[src/rtl/core/ksxhm_pkg.sv]
package ksxhm_pkg;

   localparam int unsigned HASH_W  = 32;
   localparam int unsigned DIV_W   = 31;
   localparam int unsigned BYTE_W  = 8;
   localparam int unsigned LEN_W   = 13;
   localparam int unsigned ASM_W   = 24;
   localparam int unsigned QDEPTH  = 2;
   localparam int unsigned QPTR_W  = 1;
   localparam int unsigned QCNT_W  = 2;
   localparam int unsigned STEP_W  = 5;

   // position saturates here
   localparam logic [LEN_W-1:0] POS_MAX = 13'd8191;

   // one finished key waiting for reduction
   typedef struct packed {
      logic [HASH_W-1:0] hash;
      logic [DIV_W-1:0]  divisor;
   } job_type;

   typedef struct packed {
      logic full;
      logic empty;
   } q_status_type;

endpackage

[src/rtl/core/key_shift_xor_hash_mod.sv]
// Path: an accepted final (or empty-key) item passes the front register and the job
//   queue; a zero divisor skips the divider, a nonzero one runs the 32-step divider.
// Throughput: one key byte per cycle unless stalled; a two-entry job queue lets the
//   byte front run ahead of the divider, which takes a job only when it is idle.
// Reset: synchronous, active high; clears hash state, queue, divider and divisor.
module key_shift_xor_hash_mod #(
   parameter int unsigned MAX_KEY_BYTES = 4096
) (
   input  logic                            clock,
   input  logic                            reset,
   // key bytes in
   input  logic                            req_valid,
   output logic                            req_stall,
   input  logic [ksxhm_pkg::BYTE_W-1:0]    req_key_byte,
   input  logic [ksxhm_pkg::LEN_W-1:0]     req_key_length,
   input  logic                            req_final_byte,
   // finished hashes out
   output logic                            rsp_valid,
   input  logic                            rsp_stall,
   output logic [ksxhm_pkg::HASH_W-1:0]    rsp_hash_value,
   // divisor register write
   input  logic                            csr_valid,
   output logic                            csr_ready,
   input  logic [ksxhm_pkg::DIV_W-1:0]     csr_divisor
);

   logic [ksxhm_pkg::DIV_W-1:0]  divisor_ff, divisor_in;
   logic                         push;
   logic                         pop;
   ksxhm_pkg::job_type           push_job;
   ksxhm_pkg::job_type           pop_job;
   ksxhm_pkg::q_status_type      q_status;

   // register always accepts a write
   assign csr_ready  = 1'b1;
   assign divisor_in = (csr_valid && csr_ready) ? csr_divisor : divisor_ff;

   always_ff @(posedge clock) begin
      if (reset) begin
         divisor_ff <= '0;
      end else begin
         divisor_ff <= divisor_in;
      end
   end

   // hold new items while the queue cannot take another job; a job already on its
   // way out of the front register counts against the queue's free space
   assign req_stall = q_status.full || (push && !q_status.empty);

   // byte front: fold each item into the running hash, emit a job on the key's end
   ksxhm_front #(
      .MAX_KEY_BYTES (MAX_KEY_BYTES)
   ) u_front (
      .clock          (clock),
      .reset          (reset),
      .req_valid      (req_valid),
      .req_stall      (req_stall),
      .req_key_byte   (req_key_byte),
      .req_key_length (req_key_length),
      .req_final_byte (req_final_byte),
      .divisor        (divisor_ff),
      .push           (push),
      .push_job       (push_job)
   );

   // decouple the byte front from the divider
   ksxhm_queue u_queue (
      .clock    (clock),
      .reset    (reset),
      .push     (push),
      .push_job (push_job),
      .pop      (pop),
      .pop_job  (pop_job),
      .status   (q_status)
   );

   // back end: reduce modulo divisor and drive the result register
   ksxhm_div u_div (
      .clock          (clock),
      .reset          (reset),
      .q_status       (q_status),
      .pop_job        (pop_job),
      .pop            (pop),
      .rsp_valid      (rsp_valid),
      .rsp_stall      (rsp_stall),
      .rsp_hash_value (rsp_hash_value)
   );

endmodule

[src/rtl/core/ksxhm_front.sv]
module ksxhm_front #(
   parameter int unsigned MAX_KEY_BYTES = 4096
) (
   input  logic                              clock,
   input  logic                              reset,
   input  logic                              req_valid,
   input  logic                              req_stall,
   input  logic [ksxhm_pkg::BYTE_W-1:0]      req_key_byte,
   input  logic [ksxhm_pkg::LEN_W-1:0]       req_key_length,
   input  logic                              req_final_byte,
   input  logic [ksxhm_pkg::DIV_W-1:0]       divisor,
   output logic                              push,
   output ksxhm_pkg::job_type                push_job
);

   logic [ksxhm_pkg::HASH_W-1:0] acc_ff, acc_in;
   logic [ksxhm_pkg::LEN_W-1:0]  pos_ff, pos_in;
   logic [ksxhm_pkg::ASM_W-1:0]  asm_ff, asm_in;
   logic                         push_ff, push_in;
   ksxhm_pkg::job_type           job_ff, job_in;

   logic [15:0]                  len_c;
   logic [1:0]                   small_c;
   logic [1:0]                   lane_c;
   logic [ksxhm_pkg::HASH_W-1:0] acc_new;
   logic                         accepted;

   always_comb begin
      accepted = req_valid && !req_stall;
      len_c    = ({3'b000, req_key_length} > 16'(MAX_KEY_BYTES)) ?
                 16'(MAX_KEY_BYTES) : {3'b000, req_key_length};
      small_c  = len_c[1:0];
      lane_c   = pos_ff[1:0] - small_c;
      acc_new  = acc_ff;
      acc_in   = acc_ff;
      pos_in   = pos_ff;
      asm_in   = asm_ff;
      push_in  = 1'b0;
      job_in   = job_ff;
      if (accepted) begin
         if (req_key_length == '0) begin
            acc_in         = '0;
            pos_in         = '0;
            asm_in         = '0;
            push_in        = 1'b1;
            job_in.hash    = '0;
            job_in.divisor = divisor;
         end else begin
            if ({3'b000, pos_ff} < len_c) begin
               if ({14'd0, pos_ff[1:0]} < {14'd0, small_c} && pos_ff < 13'd4) begin
                  acc_new = {acc_ff[23:0], req_key_byte};
               end else if (lane_c == 2'd3) begin
                  acc_new = {acc_ff[30:0], 1'b0} ^ {req_key_byte, asm_ff};
                  asm_in  = '0;
               end else begin
                  asm_in = asm_ff | (24'(req_key_byte) << {lane_c, 3'b000});
               end
            end
            acc_in = acc_new;
            if (pos_ff < ksxhm_pkg::POS_MAX) begin
               pos_in = pos_ff + 13'd1;
            end
            if (req_final_byte) begin
               acc_in         = '0;
               pos_in         = '0;
               asm_in         = '0;
               push_in        = 1'b1;
               job_in.hash    = acc_new;
               job_in.divisor = divisor;
            end
         end
      end
   end

   always_ff @(posedge clock) begin
      if (reset) begin
         acc_ff  <= '0;
         pos_ff  <= '0;
         asm_ff  <= '0;
         push_ff <= 1'b0;
      end else begin
         acc_ff  <= acc_in;
         pos_ff  <= pos_in;
         asm_ff  <= asm_in;
         push_ff <= push_in;
      end
      job_ff <= job_in;
   end

   assign push     = push_ff;
   assign push_job = job_ff;

endmodule

[src/rtl/core/ksxhm_queue.sv]
module ksxhm_queue (
   input  logic                     clock,
   input  logic                     reset,
   input  logic                     push,
   input  ksxhm_pkg::job_type       push_job,
   input  logic                     pop,
   output ksxhm_pkg::job_type       pop_job,
   output ksxhm_pkg::q_status_type  status
);

   localparam int unsigned QCNT_W = ksxhm_pkg::QCNT_W;

   ksxhm_pkg::job_type                mem_ff [ksxhm_pkg::QDEPTH];
   logic [ksxhm_pkg::QPTR_W-1:0]      wr_ff, wr_in;
   logic [ksxhm_pkg::QPTR_W-1:0]      rd_ff, rd_in;
   logic [ksxhm_pkg::QCNT_W-1:0]      cnt_ff, cnt_in;

   always_comb begin
      wr_in  = push ? wr_ff + 1'b1 : wr_ff;
      rd_in  = pop  ? rd_ff + 1'b1 : rd_ff;
      cnt_in = cnt_ff + QCNT_W'(push) - QCNT_W'(pop);
   end

   always_ff @(posedge clock) begin
      if (reset) begin
         wr_ff  <= '0;
         rd_ff  <= '0;
         cnt_ff <= '0;
      end else begin
         wr_ff  <= wr_in;
         rd_ff  <= rd_in;
         cnt_ff <= cnt_in;
      end
      if (push) begin
         mem_ff[wr_ff] <= push_job;
      end
   end

   assign pop_job      = mem_ff[rd_ff];
   assign status.full  = (cnt_ff == QCNT_W'(ksxhm_pkg::QDEPTH));
   assign status.empty = (cnt_ff == '0);

   a_no_overflow: assert property (@(posedge clock) disable iff (reset)
      push |-> !status.full)
      else $error("queue push while full");

   a_no_underflow: assert property (@(posedge clock) disable iff (reset)
      pop |-> !status.empty)
      else $error("queue pop while empty");

   a_count_range: assert property (@(posedge clock) disable iff (reset)
      cnt_ff <= QCNT_W'(ksxhm_pkg::QDEPTH))
      else $error("queue count out of range");

endmodule

[src/rtl/core/ksxhm_div.sv]
module ksxhm_div (
   input  logic                            clock,
   input  logic                            reset,
   input  ksxhm_pkg::q_status_type         q_status,
   input  ksxhm_pkg::job_type              pop_job,
   output logic                            pop,
   output logic                            rsp_valid,
   input  logic                            rsp_stall,
   output logic [ksxhm_pkg::HASH_W-1:0]    rsp_hash_value
);

   localparam logic [1:0] S_IDLE = 2'd0;
   localparam logic [1:0] S_RUN  = 2'd1;
   localparam logic [1:0] S_HOLD = 2'd2;

   logic [1:0]                      state_ff, state_in;
   logic [ksxhm_pkg::STEP_W-1:0]    step_ff, step_in;
   logic [ksxhm_pkg::HASH_W-1:0]    dvd_ff, dvd_in;
   logic [ksxhm_pkg::DIV_W-1:0]     rem_ff, rem_in;
   logic [ksxhm_pkg::DIV_W-1:0]     div_ff, div_in;
   logic [ksxhm_pkg::HASH_W-1:0]    res_ff, res_in;
   logic                            out_valid_ff, out_valid_in;
   logic [ksxhm_pkg::HASH_W-1:0]    out_ff, out_in;

   logic [ksxhm_pkg::HASH_W-1:0]    trial;
   logic [ksxhm_pkg::DIV_W-1:0]     rem_next;
   logic                            out_free;

   always_comb begin
      trial    = {rem_ff, dvd_ff[ksxhm_pkg::HASH_W-1]};
      rem_next = (trial >= {1'b0, div_ff}) ?
                 ksxhm_pkg::DIV_W'(trial - {1'b0, div_ff}) : trial[ksxhm_pkg::DIV_W-1:0];
      out_free = !out_valid_ff || !rsp_stall;

      state_in     = state_ff;
      step_in      = step_ff;
      dvd_in       = dvd_ff;
      rem_in       = rem_ff;
      div_in       = div_ff;
      res_in       = res_ff;
      out_in       = out_ff;
      out_valid_in = out_valid_ff && rsp_stall;
      pop          = 1'b0;

      unique case (state_ff)
         S_IDLE: begin
            if (!q_status.empty) begin
               pop    = 1'b1;
               div_in = pop_job.divisor;
               if (pop_job.divisor == '0) begin
                  res_in   = pop_job.hash;
                  state_in = S_HOLD;
               end else begin
                  dvd_in   = pop_job.hash;
                  rem_in   = '0;
                  step_in  = '0;
                  state_in = S_RUN;
               end
            end
         end
         S_RUN: begin
            // one quotient bit per cycle, restoring
            rem_in  = rem_next;
            dvd_in  = {dvd_ff[ksxhm_pkg::HASH_W-2:0], 1'b0};
            step_in = step_ff + 1'b1;
            if (step_ff == '1) begin
               res_in   = {1'b0, rem_next};
               state_in = S_HOLD;
            end
         end
         S_HOLD: begin
            if (out_free) begin
               out_in       = res_ff;
               out_valid_in = 1'b1;
               state_in     = S_IDLE;
            end
         end
         default: begin
            state_in = S_IDLE;
         end
      endcase
   end

   always_ff @(posedge clock) begin
      if (reset) begin
         state_ff     <= S_IDLE;
         out_valid_ff <= 1'b0;
      end else begin
         state_ff     <= state_in;
         out_valid_ff <= out_valid_in;
      end
      step_ff <= step_in;
      dvd_ff  <= dvd_in;
      rem_ff  <= rem_in;
      div_ff  <= div_in;
      res_ff  <= res_in;
      out_ff  <= out_in;
   end

   assign rsp_valid      = out_valid_ff;
   assign rsp_hash_value = out_ff;

   a_run_nonzero: assert property (@(posedge clock) disable iff (reset)
      state_ff == S_RUN |-> div_ff != '0)
      else $error("divider running with zero divisor");

   a_rem_below: assert property (@(posedge clock) disable iff (reset)
      state_ff == S_RUN |-> rem_ff < div_ff)
      else $error("partial remainder not below divisor");

   a_res_below: assert property (@(posedge clock) disable iff (reset)
      (state_ff == S_HOLD && div_ff != '0) |-> res_ff < {1'b0, div_ff})
      else $error("reduced hash not below divisor");

   a_pop_idle: assert property (@(posedge clock) disable iff (reset)
      pop |-> state_ff == S_IDLE)
      else $error("job taken while divider busy");

endmodule

[config.mk]
export PLATFORM = sky130hd
export DESIGN_NAME = key_shift_xor_hash_mod
export DESIGN_NICKNAME = d
export VERILOG_FILES = /design/src/rtl/core/ksxhm_pkg.sv /design/src/rtl/core/key_shift_xor_hash_mod.sv /design/src/rtl/core/ksxhm_front.sv /design/src/rtl/core/ksxhm_queue.sv /design/src/rtl/core/ksxhm_div.sv
export SDC_FILE = /design/constraint.sdc
export NUM_CORES = 1
export LEC_CHECK = 0
export BUFFER_PORTS_ARGS = -buffer_cell sky130_fd_sc_hd__buf_2
export CORE_MARGIN = 3
export CORE_UTILIZATION = 61
export DETAILED_ROUTE_END_ITERATION = 6
export GPL_ROUTABILITY_DRIVEN = 0
export PLACE_DENSITY = 0.79
export SLEW_MARGIN = 10
export SYNTH_ARGS = -nofsm -noshare
export SYNTH_HDL_FRONTEND = slang
export SYNTH_SLANG_ARGS = --single-unit
[constraint.sdc]
create_clock -name clock -period 6.1 [get_ports clock]
set_input_delay 1.22 -clock clock [delete_from_list [all_inputs] [get_ports clock]]
set_output_delay 1.22 -clock clock [all_outputs]
set_load 0.005 [all_outputs]
# After elaboration in Yosys (flattened, before gate mapping)
# Memory sizes are Yosys's and may differ from the RTL's. A register that Yosys moved wholly into a read port is not among the register bits.
# Cells that the tools add are included.
# totals
regBits	334
ramBits	126
elab_cells	121
memories	1
# classes
n_addsub	8
n_lt_le_gt_ge	6
eq_ne	11
shift	1
mux	45
n_bitwise	4
reduce_logical	27
# mem_list
name	words	word_bits	rd	rd_ports_with_merged_regs	wr	line_no	source
u_queue.mem_ff	2	63	1	1	1	ksxhm_queue.sv:13	ksxhm_pkg::job_type mem_ff [ksxhm_pkg::QDEPTH];
# ops
op	n
32-bit 2-to-1 mux	10
32-bit case mux with 2 select lines	2
31-bit 2-to-1 mux	4
24-bit 2-to-1 mux	5
63-bit 2-to-1 mux	1
31-bit case mux with 2 select lines	1
13-bit 2-to-1 mux	4
32-bit by 31-bit >= comparator with 1-bit output	1
32-bit bitwise XOR	1
31-bit zero test	1
31-bit subtractor	1
24-bit bitwise OR	1
8-bit by 5-bit << shifter with 24-bit output	1
13-bit by 16-bit < comparator with 1-bit output	1
13-bit by 1-bit adder with 13-bit output, second input constant	1
13-bit greater-than comparator, second input constant	1
13-bit zero test	1
13-bit < comparator, second input constant	1
13-bit by 3-bit < comparator with 1-bit output, second input constant	1
1-bit 2-to-1 mux	10
5-bit 2-to-1 mux	2
5-bit case mux with 2 select lines	1
3-bit AND reduction	3
2-bit 2-to-1 mux	4
23 further kinds	43

# Depth between registers and ports, before layout
# depth
depth_word	10
ltp_mapped	14
mapped_depth_nobuf	11

# By module
# Synthesis repeated with hierarchy kept, for this count alone.
# hier_totals
cells_unflattened	1666
hier_area_um2	20951.3
# modules_own_cells
mod	n_inst	cells_each	area_per_inst_um2
ksxhm_div	1	717	8165.3
ksxhm_front	1	628	6567.5
ksxhm_queue	1	217	5066.1
key_shift_xor_hash_mod	1	104	1152.4

# Worst setup path after synthesis
# Ideal clock, no wire load.
# synth_path
path_type	input -> register
start	in req_key_length[5] (netlist name)
end	reg u_front.asm_ff[0] (netlist name)
setup_time_ns	0.117
arrival_time_ns	5.497
required_time_ns	5.983
slack_ns	0.486
path_stages	9
path_buffers	2
path_cell_list	nor4_1 > and4_1 > buf_2 > nor2_1 > nor2_1 > or2_2 > buf_2 > a31oi_2 > a22o_1
# synth_between
elab_chain_len	10
word_cells_on_any_way	18
# synth_rtl
element	line_no	source
start, declared	key_shift_xor_hash_mod.sv:15	input logic [ksxhm_pkg::LEN_W-1:0] req_key_length,
13-bit greater-than comparator	ksxhm_front.sv:30	len_c = ({3'b000, req_key_length} > 16'(MAX_KEY_BYTES)) ?
13-bit 2-to-1 mux	ksxhm_front.sv:30	
2-bit subtractor	ksxhm_front.sv:33	lane_c = pos_ff[1:0] - small_c;
8-bit by 5-bit << shifter with 24-bit output	ksxhm_front.sv:56	asm_in = asm_ff | (24'(req_key_byte) << {lane_c, 3'b000});
24-bit bitwise OR	ksxhm_front.sv:56	
24-bit 2-to-1 mux	ksxhm_front.sv:52	end else if (lane_c == 2'd3) begin
24-bit 2-to-1 mux	ksxhm_front.sv:50	if ({14'd0, pos_ff[1:0]} < {14'd0, small_c} && pos_ff < 13'd4) begin
24-bit 2-to-1 mux	ksxhm_front.sv:49	if ({3'b000, pos_ff} < len_c) begin
24-bit 2-to-1 mux	ksxhm_front.sv:63	if (req_final_byte) begin
24-bit 2-to-1 mux	ksxhm_front.sv:41	if (req_key_length == '0) begin
end signal, assigned	ksxhm_front.sv:84	asm_ff <= asm_in;
end, declared	ksxhm_front.sv:18	logic [ksxhm_pkg::ASM_W-1:0] asm_ff, asm_in;
# Several ways; a longest one is shown, not always the timed one. The select of a mux whose other input is x is not followed.
# A chain may end at the register's enable or synchronous reset.

# Final worst setup path
# layout_path
start	in req_key_length[12] (netlist name)
end	reg u_front.job_ff (netlist bit u_front.push_job[52]), data pin
# layout_between
elab_chain_len	8
word_cells_on_any_way	12
# layout_rtl
element	line_no	source
13-bit greater-than comparator	ksxhm_front.sv:30	
13-bit 2-to-1 mux	ksxhm_front.sv:30	
2-bit subtractor	ksxhm_front.sv:33	
2-bit equality test	ksxhm_front.sv:52	
32-bit 2-to-1 mux	ksxhm_front.sv:52	
32-bit 2-to-1 mux	ksxhm_front.sv:50	
32-bit 2-to-1 mux	ksxhm_front.sv:49	
63-bit 2-to-1 mux	ksxhm_front.sv:63	
end signal, assigned	ksxhm_front.sv:87	job_ff <= job_in;
end, declared	ksxhm_front.sv:20	ksxhm_pkg::job_type job_ff, job_in;
# Several ways; a longest one is shown, not always the timed one. The select of a mux whose other input is x is not followed.

==> results.py <==
metrics = {
    "outcome": {
        "status": "complete, no violations",
    },
    "synthesis": {
        "ys_seq_elements": 461,
        "post_synth_num_cell_types": 65,
        "ys_top_cells_by_count": "edfxtp_1 (352), nor2_1 (270), nand2_1 (122)",
        "synthFlopType": "edfxtp_1",
        "syn_area_per_cell_um2": 11.87,
        "yosysMostFrequentCell": "edfxtp_1",
        "async_flop_share_pct": 0,
        "synth_area_leaders": "edfxtp_1 (52%), dfxtp_1 (11%), nor2_1 (5.0%)",
        "yosysWarnings": 0,
        "synth-edff-count": 352,
        "syn_nets": 1806,
        "ys_seq_area_share_pct": 63.25,
        "netlist.area_leader.share_pct": 52.43,
        "synth_top_cell_by_area": "edfxtp_1",
        "synth_cells": 1698,
        "syn_area_mm2": 0.02016,
    },
    "placed_design": {
        "portBuffers": 91,
        "place_inst": 2154,
        "dpl_cell_area_mm2": 0.02098,
        "dpl.hpwl_mm": 28.47,
        "pre_cts_slack_ns": 1.240,
    },
    "clock_tree": {
        "cts_tree": "built",
        "root_buffer": "clkbuf_16",
        "insertion_delay_ns": 0.55,
        "holdBufCountCts": 0,
        "cts_buffers": 46,
        "cts.repair.resized": 0,
        "htreeDepth": 2,
        "clkTransAtPathRegs_ns": 0.06,
        "cts.path.max_buffers": 3,
        "cts_setup_buffers": 0,
        "numClockSinks": 461,
    },
    "setup_path": {
        "rr_startpoint": "u_front.pos_ff[9]$_SDFFE_PP0P_",
        "crit_family": "compound AO/OA/AOI/OAI gates",
        "arrival_ns": 4.74,
        "critPathMaxFanout": 66,
        "crit_slowest_cell": "or4_4",
        "cp_slowest_stage_delay_ns": 0.83,
        "path_cells": "buf_2 -> inv_1 -> nand2_1 -> ha_1 -> a21o_1 -> a21o_1 -> a21oi_1 -> nor2b_1 -> or4_4 -> a21oi_4 -> buf_12 -> nor2_1 -> nor3_1",
        "cpMostUsedCell": "a21o_1",
        "worst_setup_path_end_kind": "flop",
        "cp-startpoint": "req_key_length[12]",
        "worstPathRequired_ns": 6.48,
        "start_kind": "input pin",
        "cp_num_buf_inv": 3,
        "rrSetupSlack_ns": 2.39,
        "criticalPathCategory": "in2reg",
    },
    "power_and_ir_drop": {
        "powerDensity_mw_per_mm2": 487.6,
        "leakage_nw": 8.292,
        "ir_drop_v": 0.0003272,
    },
    "timing": {
        "hold_violations": 0,
        "fin_crit_ns": 4.366,
        "finalMaxSlewViolations": 0,
        "tightest_slew_ns": 1.044,
        "worst_clock_skew_ns": 0.02013,
        "holdWs_ns": 0.4172,
        "final.setup.tns_ns": 0,
        "relSlewSlack_pct": 30.27,
        "fmax_mhz": 229.0,
        "layout_setup_ws_ns": 1.734,
        "setup_viol": 0,
        "rsz0062_at_grt": "false",
        "min_period_over_period_pct": 71.58,
    },
    "global_route": {
        "grt_first_pass_wirelength_mm": 68.85,
        "grt_max_degree": 70,
        "grt_pass1_vias": 13167,
        "grt_usage_pct": 24.05,
        "overflow": 0,
        "grt_antenna_before_repair": 0,
    },
    "detailed_routing": {
        "drt_iter0_drc": 1253,
        "via_per_inst": 6.042,
        "drt-total-wl_mm": 43.05,
        "drc": 0,
        "wl_per_cell_um": 19.22,
        "antenna_left": 0,
        "drtPass1Iterations": 7,
        "vias": 13534,
    },
    "flow_run": {
        "maxCapViolCount": 0,
    },
    "floorplan": {
        "rows": 65,
        "io_pins": 93,
        "initial_core_util_pct": 62.92,
        "coreArea_mm2": 0.03204,
        "dieArea_mm2": 0.03527,
        "die_h_um": 187.8,
        "dieWidth_um": 187.8,
    },
    "finish": {
        "syn_to_final_growth_pct": 11.66,
        "fillCellCount": 2314,
        "stdcell_count": 2240,
        "drive_gt1_share_pct": 13.30,
        "fin_nets": 1875,
        "diodes": 0,
        "final_cell_area_mm2": 0.02251,
    },
    "hold_path": {
        "hp-start": "u_div.res_ff[4]$_DFFE_PP_",
        "hold_path_class": "reg2reg",
    },
}
-- metal layers --
layer  track usage (%)  part of all wire [%]  wire (um)
met1             33.12                    42      18020
met5                 0                     0          0
met3             3.496                   7.0       3010
met2             39.34                    48      20550
met4             8.889                   3.4       1476
-- final timing paths --
check | cells after the start | end
hold reg to reg | 0 | u_div.rsp_hash_value[4]$_DFFE_PP_
setup / recovery | 13 | u_front.push_job[52]$_SDFFCE_PN0P_
hold / removal | 0 | u_div.rsp_hash_value[4]$_DFFE_PP_
setup reg to reg | 10 | u_front.push_job[52]$_SDFFCE_PN0P_
-- cell usage in the layout, fill, tap and decap left out, types with 15 or more instances in the layout --
cell type  count
edfxtp_1     352
nor2_1       265
nand2_1      122
dfxtp_1      108
a21oi_1      100
buf_2         91
inv_1         58
mux2i_1       53
nor3_1        53
ha_1          48
clkbuf_16     47
xnor2_1       44
a31oi_1       34
nor2b_1       33
mux2_2        33
o221ai_1      32
o21ai_0       31
a211oi_1      29
xor2_1        27
nand3_1       23
o211ai_1      18
buf_4         16
nand4_1       15
-- through the flow --
stage,power (W),util [%]
after floorplan,0.007193,-
after global placement,0.007975,65.47
after global routing,0.01154,70.26
after CTS,0.01095,70.26
final,0.01098,70.26
after detailed placement,0.008101,65.47
-- kinds of logic after synthesis --
logic type / Yosys count / synth area share (%)
AND/OR/NAND/NOR: 570 / 12.52
multiplexers: 86 / 4.474
AO/OA/AOI/OAI: 313 / 10.39
other: 1 / 0.01860
adder cells (fa/ha/maj): 50 / 3.177
XOR/XNOR: 71 / 3.084
flip-flops: 461 / 63.25
buffers and inverters: 146 / 3.090
-- report_power, final --
part	internal (W)	leakage, nW	switching (W)
combinational	0.00124	3.38	0.00251
clock	0.00168	0.734	0.00115
sequential	0.00414	4.18	0.000275
total	0.00705	8.29	0.00393
-- cell type report --
| cell class | instances | area, um2 | share of cell area, % |
|---|---|---|---|
| Timing Repair Buffer | 108 | 595.6 | 2.645 |
| Tap cell | 435 | 544.3 | 2.418 |
| Inverter | 59 | 224.0 | 0.9948 |
| Clock buffer | 64 | 1270 | 5.641 |
| Sequential cell | 461 | 12760 | 56.66 |
| Clock inverter | 22 | 265.3 | 1.178 |
| Multi-Input combinational cell | 1091 | 6858 | 30.46 |
-- registers in the layout (all words and copies together) (netlist names), 31 cells and up, named ones only --
| register | flops |
|---|---|
| u_queue.mem_ff | 126 |
| u_front.push_job | 63 |
| u_div.dvd_ff | 32 |
| u_div.res_ff | 32 |
| u_div.rsp_hash_value | 32 |
| u_front.acc_ff | 32 |
| divisor_ff | 31 |
| u_div.div_ff | 31 |
| u_div.rem_ff | 31 |
-- worst reg2reg max path, cell delays in order, from the launching register on --
cell,delay [ns]
dfxtp_1,0.47
ha_1,0.29
a21o_1,0.16
a21o_1,0.18
a21oi_1,0.16
nor2b_1,0.06
or4_4,0.83
a21oi_4,0.81
buf_12,0.28
nor2_1,0.07
nor3_1,0.21
Note: power is estimated with default switching activity, not from simulation.
